--- src/rtl/phac_pkg.sv ---
// ----------------------------------------------------------------------------
// phac_pkg
// Shared types, constants and the CORDIC angle table for the path block.
// ----------------------------------------------------------------------------
package phac_pkg;

  localparam int AngleBits   = 16;
  localparam int CordicSteps = 16;
  localparam int StepW       = $clog2(CordicSteps + 1);
  localparam logic [34:0] TwoPiMilliQ16 = 35'd411774832;

  typedef struct packed {
    logic [31:0] x;
    logic [31:0] y;
    logic [31:0] arc;
    logic [15:0] hdg;
    logic [31:0] kap;
    logic        fin;
  } word_t;

  typedef struct packed {
    logic load;      // latch input
    logic geo_start;
    logic div_start;
    logic commit;    // update history (after results, if any)
  } cmd_t;

  typedef struct packed {
    logic geo_done;
    logic div_done;
  } sts_t;

  function automatic logic [31:0] atan_turn(input logic [4:0] i);
    logic [31:0] t;
    unique case (i)
      5'd0:  t = 32'h20000000; 5'd1:  t = 32'h12E4051D; 5'd2:  t = 32'h09FB385B;
      5'd3:  t = 32'h051111D4; 5'd4:  t = 32'h028B0D43; 5'd5:  t = 32'h0145D7E1;
      5'd6:  t = 32'h00A2F61E; 5'd7:  t = 32'h00517C55; 5'd8:  t = 32'h0028BE53;
      5'd9:  t = 32'h00145F2E; 5'd10: t = 32'h000A2F98; 5'd11: t = 32'h000517CC;
      5'd12: t = 32'h00028BE6; 5'd13: t = 32'h000145F3; 5'd14: t = 32'h0000A2F9;
      5'd15: t = 32'h0000517C; 5'd16: t = 32'h000028BE; 5'd17: t = 32'h0000145F;
      5'd18: t = 32'h00000A2F; 5'd19: t = 32'h00000517; 5'd20: t = 32'h0000028B;
      5'd21: t = 32'h00000145; 5'd22: t = 32'h000000A2; 5'd23: t = 32'h00000051;
      5'd24: t = 32'h00000028; 5'd25: t = 32'h00000014; 5'd26: t = 32'h0000000A;
      5'd27: t = 32'h00000005; 5'd28: t = 32'h00000002; 5'd29: t = 32'h00000001;
      default: t = 32'h0;
    endcase
    return t;
  endfunction

endpackage

--- src/rtl/phac_ctrl.sv ---
// ----------------------------------------------------------------------------
// phac_ctrl
// Controller: sequences geometry, divide and result words per point.
// ----------------------------------------------------------------------------
module phac_ctrl
  import phac_pkg::*;
(
  input  logic       clk,
  input  logic       rst,
  input  logic       in_valid,
  input  logic       end_of_path,
  output logic       in_ready,
  input  sts_t       sts,
  output cmd_t       cmd,
  output logic [1:0] sel,
  output logic [1:0] seen,
  output logic       res_load,
  input  logic       res_free
);

  typedef enum logic [2:0] {
    S_IDLE, S_GEO, S_DIV, S_EMIT, S_DONE
  } state_t;

  state_t     state;
  logic       last;
  logic [1:0] cur;
  cmd_t       cmd_q;

  assign in_ready = (state == S_IDLE);
  assign res_load = (state == S_EMIT) && res_free;

  // load and commit act on the accepting edge and the edge leaving S_DONE
  always_comb begin
    cmd = cmd_q;
    cmd.load = in_valid && (state == S_IDLE);
    cmd.commit = (state == S_DONE);
  end

  always_ff @(posedge clk) begin
    if (rst) begin
      state <= S_IDLE; seen <= '0; cmd_q <= '0; sel <= '0; last <= 1'b0; cur <= '0;
    end else begin
      cmd_q <= '0;
      unique case (state)
        S_IDLE: begin
          if (in_valid) begin
            last <= end_of_path;
            if (seen == 2'd0) begin
              if (end_of_path) begin
                sel <= 2'd3; state <= S_EMIT;
              end else begin
                state <= S_DONE;
              end
            end else begin
              state <= S_GEO;
            end
          end
        end
        S_GEO: begin
          if (!cmd_q.geo_start && cur == 2'd0) begin
            cmd_q.geo_start <= 1'b1; cur <= 2'd1;
          end else if (sts.geo_done) begin
            cur <= '0;
            if (seen == 2'd1) begin
              if (last) begin
                sel <= 2'd1; state <= S_EMIT;
              end else begin
                state <= S_DONE;
              end
            end else begin
              cmd_q.div_start <= 1'b1; state <= S_DIV;
            end
          end
        end
        S_DIV: begin
          if (sts.div_done) begin
            sel <= (seen == 2'd2) ? 2'd0 : 2'd1; state <= S_EMIT;
          end
        end
        S_EMIT: begin
          if (res_free) begin
            if (sel == 2'd0) sel <= 2'd1;
            else if (sel == 2'd1 && last) sel <= 2'd2;
            else if (sel == 2'd3 || sel == 2'd2) begin
              seen <= '0; state <= S_IDLE;
            end else begin
              state <= S_DONE;
            end
          end
        end
        default: begin
          seen <= (seen == 2'd0) ? 2'd1 : ((seen == 2'd1) ? 2'd2 : 2'd3);
          state <= S_IDLE;
        end
      endcase
    end
  end

endmodule

--- config.mk ---
export PLATFORM = sky130hd
export DESIGN_NAME = phac_ctrl
export DESIGN_NICKNAME = d
export VERILOG_FILES = /design/src/rtl/phac_pkg.sv /design/src/rtl/phac_ctrl.sv
export SDC_FILE = /design/constraint.sdc
export NUM_CORES = 1
export LEC_CHECK = 0
export ABC_AREA = 1
export BUFFER_PORTS_ARGS = -buffer_cell sky130_fd_sc_hd__buf_2
export CAP_MARGIN = 20
export CELL_PAD_IN_SITES_DETAIL_PLACEMENT = 0
export CELL_PAD_IN_SITES_GLOBAL_PLACEMENT = 1
export CORE_ASPECT_RATIO = 0.9
export CORE_UTILIZATION = 31
export DETAILED_ROUTE_END_ITERATION = 10
export PLACE_DENSITY_LB_ADDON = 0.08
export SYNTH_ARGS = -nofsm -noshare
export SYNTH_HDL_FRONTEND = slang
export SYNTH_SLANG_ARGS = --single-unit
--- constraint.sdc ---
create_clock -name clk -period 1.2 [get_ports clk]
set_clock_uncertainty 0.05 [all_clocks]
set_input_delay 0.06 -clock clk [delete_from_list [all_inputs] [get_ports clk]]
set_output_delay 0.06 -clock clk [all_outputs]
set_load 0.005 [all_outputs]
==> results of run 1 <==
## final cells by class
class	instances	area, µm²
clock buffers	3	22.5
clock inverters	1	5.00
fillers	220	983
inverters	20	80.1
multi-input cells	91	566
flip-flops and latches	11	231
well taps	27	33.8
repair buffers	42	300
## per-stage QoR
stage	util [%]	setup TNS, ns	setup slack [ns]	total power [mW]
after floorplan	-	-0.0133	-0.00555	1.52
after global placement	43.9	-0.887	-0.223	2.07
after detailed placement	43.9	-0.757	-0.184	2.06
after CTS	51.5	-0.856	-0.121	2.63
after global routing	55.7	-1.68	-0.194	3.12
final	55.7	-0.773	-0.103	2.86
## synth_stat cells, drive strengths merged
library cell   n  area (µm²)
nand3          9        45.0
o221ai         1        8.76
nor4           1        6.26
nor3           2        21.3
dfxtp         11         220
a211oi         1        7.51
a21oi          8        40.0
o21ai          4        20.0
inv           20        75.1
nand4          1        6.26
and2           1        6.26
buf            2        22.5
nor2          25         106
nand3b         1        7.51
nand2         37         149
## registers in the layout (all words and copies together), names as in the netlist
name	flops
cmd	2
cur	1
last	1
seen	2
sel	2
state	3
## worst paths after layout
path / slack, ns / to / start
max reg2reg: -0.10 / state[0] / state[0]
min reg2reg: 0.42 / cur[0] / cur[0]
max: -0.10 / res_load / state[1]
min: 0.008 / cmd[1] / sts[1]
## metal layers
metal  part of all wire, %  up-vias
met5                     0        -
met4                  0.57        0
met3                   4.0        2
met2                    47       19
met1                    49      409
li1                      -      477
## what timing repair did
item	in CTS	in global routing
endpoints found under the setup margin	9	11
setup buffers	7	1
resized for setup	25	24
pin swaps	6	17
endpoints found under the hold margin	4	0
hold buffers	1	0
## power groups by stage
stage	Clock (mW)	Sequential, mW	Combinational, mW
final	0.258	0.628	1.98
after global routing	0.296	0.642	2.19
after CTS	0.270	0.623	1.74
after detailed placement	0	0.597	1.46
after global placement	0	0.594	1.48
after floorplan	0	0.565	0.958
## kinds of logic (layout without fill, tap and decap cells)
kind of cell | after synthesis | count (layout)
flops | 11 | 11
buf+inv | 22 | 66
simple gates | 77 | 77
compound gates | 14 | 14
## layout by cell type (no fill, tap or decap), drive strengths merged
cell,synthesis,final
inv,20,20
o21ai,4,4
and2,1,1
a211oi,1,1
nand4,1,1
buf,2,41
dfxtp,11,11
dlygate4sd3,0,1
o221ai,1,1
nand3,9,9
nor4,1,1
nand3b,1,1
clkbuf,0,3
clkinv,0,1
a21oi,8,8
nor2,25,25
nand2,37,37
nor3,2,2
## worst max-delay path, stage by stage, from the launching register on
cell	delay, ns
dfxtp_4	0.41
nand2_4	0.06
nor2_4	0.12
inv_2	0.05
buf_6	0.11
nor2_2	0.06
buf_2	0.11
==> metrics.csv, run 1 <==
stage,metric,value,unit
sta,worst_pin_slew,0.224,ns
power_and_ir_drop,leakage,0.635,nW
routing,drcViolationCount,0,
global_routing,grt_use_total,20.3,%
power_and_ir_drop,p_int,1.53,mW
power_and_ir_drop,p_sw,1.33,mW
global_routing,grt_pass1_wl,3810,µm
logic_synthesis,postSynthAreaPerCell,5.98,µm²
floorplanning,rows,16,
power_and_ir_drop,pwr-share-seq,21.9,%
logic_synthesis,synth_compound_area_share,10.3,%
logic_synthesis,synth_mux_area_share,0,%
sta,max_slew_margin,85.0,%
clock_network,numCtsBuffers,3,
clock_network,cts_root_buf,clkbuf_4,
power_and_ir_drop,clkPwrFrac,9.0,%
worst_hold_path,min_path_cells,3,
clock_network,cts_tree,done,
setup_path,worstRegToRegCells,9,
logic_synthesis,synth-seq-area-share,29.7,%
setup_path,worst_setup_path_start_kind,register,
sta,hold_violations,0,
floorplanning,die_h,48.4,µm
cells_and_area,drive_above_1_share,50.0,%
global_routing,grt_pass1_vias,863,
sta,max_freq,0.767,GHz
routing,drt_pass1_iterations,4,
placed_design,dp_hpwl,1680,µm
global_routing,use_met1,27.5,%
placed_design,place_area,976,µm²
cells_and_area,stdcell_area,1240,µm²
cells_and_area,antennaDiodeCount,0,
placed_design,gp_congestion,0.833,
floorplanning,ioPinCount,17,
logic_synthesis,yosysWarningCount,0,
logic_synthesis,synthAdderAreaFrac,0,%
cells_and_area,fin_cells,195,
sta,final.period_utilization,109,%
global_routing,grt_busiest_layer,met2,
global_routing,grt_max_degree,8,
clock_network,ctsHtreeMaxLevel,1,
power_and_ir_drop,p_comb_share,69.0,%
floorplanning,initial_utilization,33.4,%
power_and_ir_drop,p_sw_share,46.4,%
cells_and_area,areaGrowthSynthToFinish,66.9,%
routing,drtAntennaViolNets,0,
routing,vias,907,
setup_path,end_kind,output pin,
flow_run,maxCapViolCount,0,
logic_synthesis,syn_area,742,µm²
setup_path,worstPathMaxFanout,6,
floorplanning,core-area,2220,µm²
routing,drt_iter0_markers,31,
clock_network,cts_buffer_depth,2,
floorplanning,die_x,53.6,µm
power_and_ir_drop,ir_drop,1.21,mV
sta,rsz0062_at_grt,yes,
sta,fin_ws,-0.103,ns
sta,finalSetupViolCount,11,
placed_design,place_inst,182,
logic_synthesis,syn-num-nets,131,
setup_path,path_class,register to output pin,
logic_synthesis,synth_cell_type_count,20,
outcome,status,"complete, but fails checks",
cells_and_area,finalNetCount,176,
routing,post_drt_wl_per_cell,11.7,µm
worst_hold_path,hp-class,input pin to register,
sta,min_period,1.30,ns
power_and_ir_drop,power_density,2310,nW/µm²
sta,slew_violations,0,
sta,hold_ws,0.00809,ns
outcome,failed_checks,negative setup slack,
placed_design,io_buffers,16,
logic_synthesis,synth_cells,124,
clock_network,cts.clk_slew.worst_paths,0.07,ns
setup_path,arrival,1.19,ns
floorplanning,dieArea,2590,µm²
global_routing,grt_overflow,0,
logic_synthesis,synth_xor_area_share,0,%
clock_network,cts.sinks,11,
clock_network,clk_latency,0.27,ns
logic_synthesis,synth_top_family_by_area,simple AND/OR/NAND/NOR gates,
global_routing,gr-usage-met3,5.66,%
global_routing,antenna_found_initial,0,
routing,viasPerCell,4.65,
routing,routed_wl,2290,µm
global_routing,use_met2,31.7,%
logic_synthesis,synth-seq-cells,11,
setup_path,crit_required,1.09,ns
logic_synthesis,synth-simple-area-share,46.9,%
No activity file was read; power rests on OpenSTA's default activity.
==> run 2: changes to the inputs <==
--- a/config.mk
+++ b/config.mk
@@ -13,7 +13,7 @@
 export CORE_ASPECT_RATIO = 0.9
 export CORE_UTILIZATION = 31
 export DETAILED_ROUTE_END_ITERATION = 10
-export PLACE_DENSITY_LB_ADDON = 0.08
+export PLACE_DENSITY = 0.77
 export SYNTH_ARGS = -nofsm -noshare
 export SYNTH_HDL_FRONTEND = slang
 export SYNTH_SLANG_ARGS = --single-unit
==> run 2 against run 1 <==
Compared with the run above: the run still ends with negative setup slack left; count of clock-buffer cells in the layout unchanged; via count increased by 2.6%; sequential power rose by 2%; utilization shrank 2.8 points; flip-flop and latch count unchanged; cell count fell by 2.1%; critical endpoint unchanged; highest routed layer unchanged; total power down 3.2%; worst hold slack better by 0.028 ns; critical path type unchanged.
==> metrics.csv, run 2 (same netlist as run 1, synthesis figures left out) <==
stage,metric,value,unit,change
cells_and_area,finalNetCount,172,,-2.3%
cells_and_area,areaGrowthSynthToFinish,58.5,%,
cells_and_area,n_fill_cell,217,,-1.4%
setup_path,crit_required,1.09,ns,about the same
clock_network,numCtsBuffers,3,,unchanged
cells_and_area,fin_cells,191,,-2.1%
power_and_ir_drop,power_density,2360,nW/µm²,+1.9%
setup_path,slowest_delay,0.41,ns,about the same
placed_design,pre_cts_slack,-0.231,ns,-0.0479 ns
routing,routed_wl,2320,µm,+1.6%
setup_path,arrival,1.23,ns,+0.04 ns
sta,hold_violations,0,,unchanged
placed_design,gp_congestion,0.893,,+7.1%
floorplanning,ioPinCount,17,,unchanged
global_routing,grt_pass1_vias,858,,-0.58%
routing,viasPerCell,4.87,,+4.8%
sta,min_period,1.34,ns,+0.0381 ns
clock_network,ctsHtreeMaxLevel,1,,unchanged
sta,finalSetupViolCount,8,,-3
outcome,status,"complete, but fails checks",,
setup_path,worst_setup_path_start_kind,register,,
clock_network,clk_latency,0.28,ns,about the same
power_and_ir_drop,ir_drop,1.25,mV,+3.6%
setup_path,crit_slowest_cell,dfxtp_4,,
cells_and_area,drive_above_1_share,49.4,%,-0.61 points
outcome,failed_checks,negative setup slack,,
setup_path,end_kind,output pin,,
clock_network,cts.sinks,11,,unchanged
setup_path,path_buf_inv,3,,unchanged
floorplanning,core-area,2220,µm²,unchanged
floorplanning,die_x,53.6,µm,unchanged
routing,vias,931,,+2.6%
cells_and_area,top_register,state,,
power_and_ir_drop,p_int,1.48,mW,-3.8%
power_and_ir_drop,p_comb_share,67.4,%,-1.6 points
setup_path,path_class,register to output pin,,
setup_path,cp_top_family,flip-flops,,
cells_and_area,stdcell_area,1180,µm²,-5.1%
power_and_ir_drop,p_sw,1.29,mW,-2.6%
clock_network,cts_root_buf,clkbuf_4,,
global_routing,grt_use_total,19.6,%,-0.66 points
worst_hold_path,hp-class,input pin to register,,
routing,post_drt_wl_per_cell,12.2,µm,+3.7%
sta,rsz0062_at_grt,yes,,
global_routing,antenna_found_initial,0,,unchanged
power_and_ir_drop,finalPower,2.77,mW,-3.2%
global_routing,grt_overflow,0,,unchanged
routing,drt_iter0_markers,17,,-45%
sta,final.period_utilization,112,%,+3.2 points
cells_and_area,final_cell_mix,"nand2_1, nor2_1, buf_2, buf_4, inv_1",,
floorplanning,initial_utilization,33.4,%,unchanged
setup_path,cp_cell_sequence,nand2_4 -> nor2_4 -> inv_2 -> buf_6 -> nor2_1 -> buf_2,,
power_and_ir_drop,pwr-share-seq,23.1,%,+1.2 points
sta,slew_violations,0,,unchanged
sta,tns,-0.892,ns,-0.119 ns
power_and_ir_drop,p_sw_share,46.7,%,+0.30 points
sta,max_slew_margin,81.3,%,-3.8 points
floorplanning,die_h,48.4,µm,unchanged
power_and_ir_drop,clkPwrFrac,9.4,%,+0.4 points
flow_run,maxCapViolCount,0,,unchanged
placed_design,place_inst,181,,-0.55%
sta,max_freq,0.746,GHz,-2.8%
power_and_ir_drop,leakage,0.620,nW,-2.3%
clock_network,cts_buffer_depth,2,,unchanged
sta,worst_pin_slew,0.279,ns,+0.0550 ns
sta,fin_ws,-0.141,ns,-0.0381 ns
cells_and_area,final_common_cell,nand2_1,,
clock_network,cts.clk_slew.worst_paths,0.08,ns,about the same
routing,drt_pass1_iterations,4,,unchanged
placed_design,io_buffers,16,,unchanged
clock_network,cts_tree,done,,
global_routing,grt_max_degree,8,,unchanged
cells_and_area,largest_register_ff_count,3,,unchanged
cells_and_area,antennaDiodeCount,0,,unchanged
global_routing,grt_pass1_wl,3720,µm,-2.3%
floorplanning,rows,16,,unchanged
floorplanning,dieArea,2590,µm²,unchanged
routing,drcViolationCount,0,,unchanged
routing,drtAntennaViolNets,0,,unchanged
placed_design,place_area,968,µm²,-0.77%
setup_path,worstPathMaxFanout,6,,unchanged
placed_design,dp_hpwl,1720,µm,+2.2%
run 2: cell types whose count changed in the layout (fill, tap and decap cells not counted), moves of 2 or more:
cell / before / now
nand2_2: 7 / 10
dfxtp_2: 0 / 2
buf_6: 6 / 4
buf_4: 19 / 16
dfxtp_1: 8 / 6
a21oi_1: 6 / 8
inv_4: 2 / 0
nand2_1: 25 / 22
inv_2: 3 / 5
run 2: final cells by class:
| class | count | area [µm²] | share of cell area [%] |
|---|---|---|---|
| multi-input cells | 91 | 541 | 46.0 |
| repair buffers | 38 | 265 | 22.6 |
| flip-flops and latches | 11 | 234 | 19.9 |
| inverters | 20 | 75.1 | 6.38 |
| well taps | 27 | 33.8 | 2.87 |
| clock buffers | 3 | 22.5 | 1.91 |
| clock inverters | 1 | 5.00 | 0.426 |
run 2: path summary, 6_finish.rpt:
path	to	cells past startpoint	slack, ns	startpoint
setup / recovery	res_load	6	-0.14	state[1]
hold / removal	last	3	0.04	end_of_path
setup reg to reg	state[0]	9	-0.13	state[1]
hold reg to reg	cur[0]	2	0.42	cur[0]
run 2: timing repair:
| item | in CTS | in global routing |
|---|---|---|
| setup endpoints to repair | 9 | 9 |
| resized for setup | 22 | 21 |
| hold buffers | 2 | 0 |
| setup buffers | 4 | 0 |
| pin swaps | 9 | 12 |
| hold endpoints to repair | 6 | 0 |
run 2: per-layer routing:
metal | vias to the layer above | wire length [µm] | GRT usage, %
met3 | 2 | 117 | 6.60
li1 | 472 | - | -
met4 | 0 | 8 | 4.82
met5 | - | 0 | 0
met1 | 431 | 1040 | 25.0
met2 | 26 | 1150 | 31.3
run 2: stage by stage:
step	hold slack [ns]	util, %
floorplan	0.0744	-
global placement	0.269	43.6
detailed placement	0.274	43.6
CTS	0.0321	50.3
global route	0.0456	52.9
finish	0.0357	52.9
run 2: power by group through the flow:
stage | Combinational, mW | Sequential [mW] | Clock [mW]
CTS | 1.70 | 0.626 | 0.274
global route | 2.04 | 0.652 | 0.287
detailed placement | 1.45 | 0.602 | 0
finish | 1.87 | 0.641 | 0.261
global placement | 1.45 | 0.601 | 0
floorplan | 0.958 | 0.565 | 0
run 2: worst min-delay path: stages:
cell     delay, ns
buf_2         0.12
inv_1         0.08
a21oi_1       0.06
==> run 3: changes to the inputs <==
--- a/config.mk
+++ b/config.mk
@@ -13,7 +13,9 @@
 export CORE_ASPECT_RATIO = 0.9
 export CORE_UTILIZATION = 31
 export DETAILED_ROUTE_END_ITERATION = 10
+export MAX_ROUTING_LAYER = met4
 export PLACE_DENSITY = 0.77
+export SETUP_SLACK_MARGIN = 0.1
 export SYNTH_ARGS = -nofsm -noshare
 export SYNTH_HDL_FRONTEND = slang
 export SYNTH_SLANG_ARGS = --single-unit
==> run 3 against run 2 <==
Compared with the run above: the flow still finishes with violations (negative setup slack); final area up 2.9%; flip-flop and latch count unchanged; worst hold slack better by 0.0015 ns; register-to-register slack worse by 0.02 ns; utilization up 1.5 points; non-clock buffer count up 4; sequential share of layout area down 0.66 points; combinational power up 7%.
==> metrics.csv, run 3 (same netlist as run 1, synthesis figures left out) <==
stage,metric,value,unit,change
outcome,status,"complete, but fails checks",,
outcome,failed_checks,negative setup slack,,
sta,final.period_utilization,113,%,+0.76 points
cells_and_area,top_register,state,,
sta,max_slew_margin,84.6,%,+3.3 points
worst_hold_path,min_path_cells,3,,unchanged
cells_and_area,largest_register_ff_count,3,,unchanged
clock_network,cts.clk_slew.worst_paths,0.08,ns,about the same
flow_run,maxCapViolCount,0,,unchanged
cells_and_area,finalNetCount,176,,+2.3%
power_and_ir_drop,p_int,1.59,mW,+7.4%
floorplanning,die_h,48.4,µm,unchanged
floorplanning,core-area,2220,µm²,unchanged
setup_path,worstPathMaxFanout,5,,-1
placed_design,dp_hpwl,1720,µm,about the same
sta,rsz0062_at_grt,yes,,
cells_and_area,areaGrowthSynthToFinish,63.1,%,
sta,slew_violations,0,,unchanged
setup_path,crit_required,1.37,ns,+0.28 ns
routing,post_drt_wl_per_cell,12.3,µm,+0.94%
cells_and_area,stdcell_area,1210,µm²,+2.9%
floorplanning,initial_utilization,33.4,%,unchanged
setup_path,r2r_slack,-0.15,ns,-0.02 ns
setup_path,path_class,register to register,,
power_and_ir_drop,p_sw_share,45.3,%,-1.4 points
power_and_ir_drop,power_density,2390,nW/µm²,+1.7%
power_and_ir_drop,pwr-share-seq,21.7,%,-1.4 points
power_and_ir_drop,ir_drop,1.10,mV,-12%
setup_path,worstRegToRegCells,9,,unchanged
global_routing,grt_use_total,20.9,%,+1.3 points
floorplanning,dieArea,2590,µm²,unchanged
clock_network,numCtsBuffers,3,,unchanged
worst_hold_path,whs_endpoint,last,,
sta,min_period,1.35,ns,+0.00917 ns
placed_design,gp_congestion,0.863,,-3.3%
cells_and_area,final_cell_mix,"nand2_1, nor2_1, buf_4",,
routing,drcViolationCount,0,,unchanged
power_and_ir_drop,finalPower,2.90,mW,+4.6%
cells_and_area,final_common_cell,nand2_1,,
routing,viasPerCell,4.77,,-2.1%
routing,drtAntennaViolNets,0,,unchanged
global_routing,grt_pass1_wl,3810,µm,+2.4%
floorplanning,ioPinCount,17,,unchanged
setup_path,arrival,1.52,ns,+0.29 ns
power_and_ir_drop,clkPwrFrac,9.3,%,about the same
sta,tns,-0.945,ns,-0.0526 ns
routing,drt_pass1_iterations,4,,unchanged
routing,drt_iter0_markers,17,,unchanged
global_routing,antenna_found_initial,0,,unchanged
routing,vias,931,,unchanged
cells_and_area,drive_above_1_share,47.0,%,-2.4 points
clock_network,cts_tree,done,,
clock_network,clk_latency,0.27,ns,about the same
global_routing,grt_pass1_vias,866,,+0.93%
setup_path,end_kind,register,,
cells_and_area,antennaDiodeCount,0,,unchanged
global_routing,grt_overflow,0,,unchanged
sta,fin_ws,-0.150,ns,-0.00917 ns
placed_design,place_area,986,µm²,+1.8%
sta,worst_pin_slew,0.231,ns,-0.0484 ns
setup_path,worst_setup_path_start_kind,register,,
floorplanning,rows,16,,unchanged
global_routing,grt_max_degree,8,,unchanged
setup_path,r2r_start,state[2],,
sta,max_freq,0.741,GHz,-0.68%
power_and_ir_drop,p_sw,1.31,mW,+1.4%
clock_network,cts.sinks,11,,unchanged
placed_design,io_buffers,16,,unchanged
sta,hold_violations,0,,unchanged
routing,routed_wl,2390,µm,+3.1%
worst_hold_path,hp-class,input pin to register,,
setup_path,r2r-end,state[1],,
sta,finalSetupViolCount,10,,+2
clock_network,cts_buffer_depth,2,,unchanged
worst_hold_path,min-delay-start,end_of_path,,
power_and_ir_drop,leakage,0.621,nW,+0.13%
placed_design,pre_cts_slack,-0.137,ns,+0.0947 ns
clock_network,cts_root_buf,clkbuf_4,,
clock_network,ctsHtreeMaxLevel,1,,unchanged
power_and_ir_drop,p_comb_share,69.0,%,+1.6 points
floorplanning,die_x,53.6,µm,unchanged
run 3: cell types whose count changed in the layout (fill, tap and decap cells not counted), sizes merged:
cell,before,now
clkbuf,3,4
clkinv,1,0
buf,36,40
run 3: worst max-delay path by stage:
stage / from / slack (ns) / depth (start not counted) / end
after global placement: state[0] / -0.15 / 10 / sel[1]
after floorplan: state[2] / -0.005 / 10 / state[1]
after CTS: state[1] / -0.10 / 5 / res_load
final: state[2] / -0.15 / 9 / state[1]
after detailed placement: state[0] / -0.14 / 8 / sel[1]
after global routing: state[2] / -0.23 / 9 / state[0]
run 3: critical path, stage by stage (launching register included):
cell and delay (ns):
dfxtp_4 0.43, nor2_4 0.07, nand2_4 0.09, inv_4 0.04, nand2_4 0.06, nand2_4 0.05, nor3_4 0.25, buf_4 0.15
nor2_1 0.03, nor2_1 0.07
run 3: layer usage:
| metal | track usage (%) | part of all wire (%) | vias to the layer above | wire length, µm |
|---|---|---|---|---|
| met2 | 33.5 | 48 | 23 | 1150 |
| met1 | 25.9 | 46 | 430 | 1100 |
| met3 | 5.97 | 4.3 | 4 | 102 |
| met5 | - | 0 | - | 0 |
| li1 | - | - | 474 | - |
| met4 | 3.51 | 1.4 | 0 | 34 |
run 3: metrics by stage:
step / std cells / utilization, % / hold WS, ns
6_report: 195 / 54.4 / 0.0372
5_1_grt: 195 / 54.4 / 0.0392
4_1_cts: 192 / 51.3 / 0.0396
3_5_place_dp: 183 / 44.4 / 0.263
3_3_place_gp: 183 / 44.4 / 0.268
2_1_floorplan: 124 / - / 0.0741
run 3: power by group through the flow:
| stage | Sequential [mW] | Clock, mW | Combinational (mW) |
|---|---|---|---|
| 6_report | 0.628 | 0.269 | 2.00 |
| 5_1_grt | 0.646 | 0.295 | 2.19 |
| 4_1_cts | 0.624 | 0.274 | 1.80 |
| 3_5_place_dp | 0.599 | 0 | 1.51 |
| 3_3_place_gp | 0.597 | 0 | 1.51 |
| 2_1_floorplan | 0.565 | 0 | 0.964 |
run 3: area by class of cell:
type                            count  area [µm²]
Inverter                           20        80.1
Timing Repair Buffer               42         307
Sequential cell                    11         233
Multi-Input combinational cell     91         531
Clock buffer                        4        26.3
Tap cell                           27        33.8
Fill cell                         218        1010
run 3: what timing repair did:
item,in CTS,in global routing
endpoints found under the hold margin,5,0
buffers inserted,4,3
resized for setup,29,14
hold buffers,2,0
endpoints found under the setup margin,14,13
pin swaps,9,14
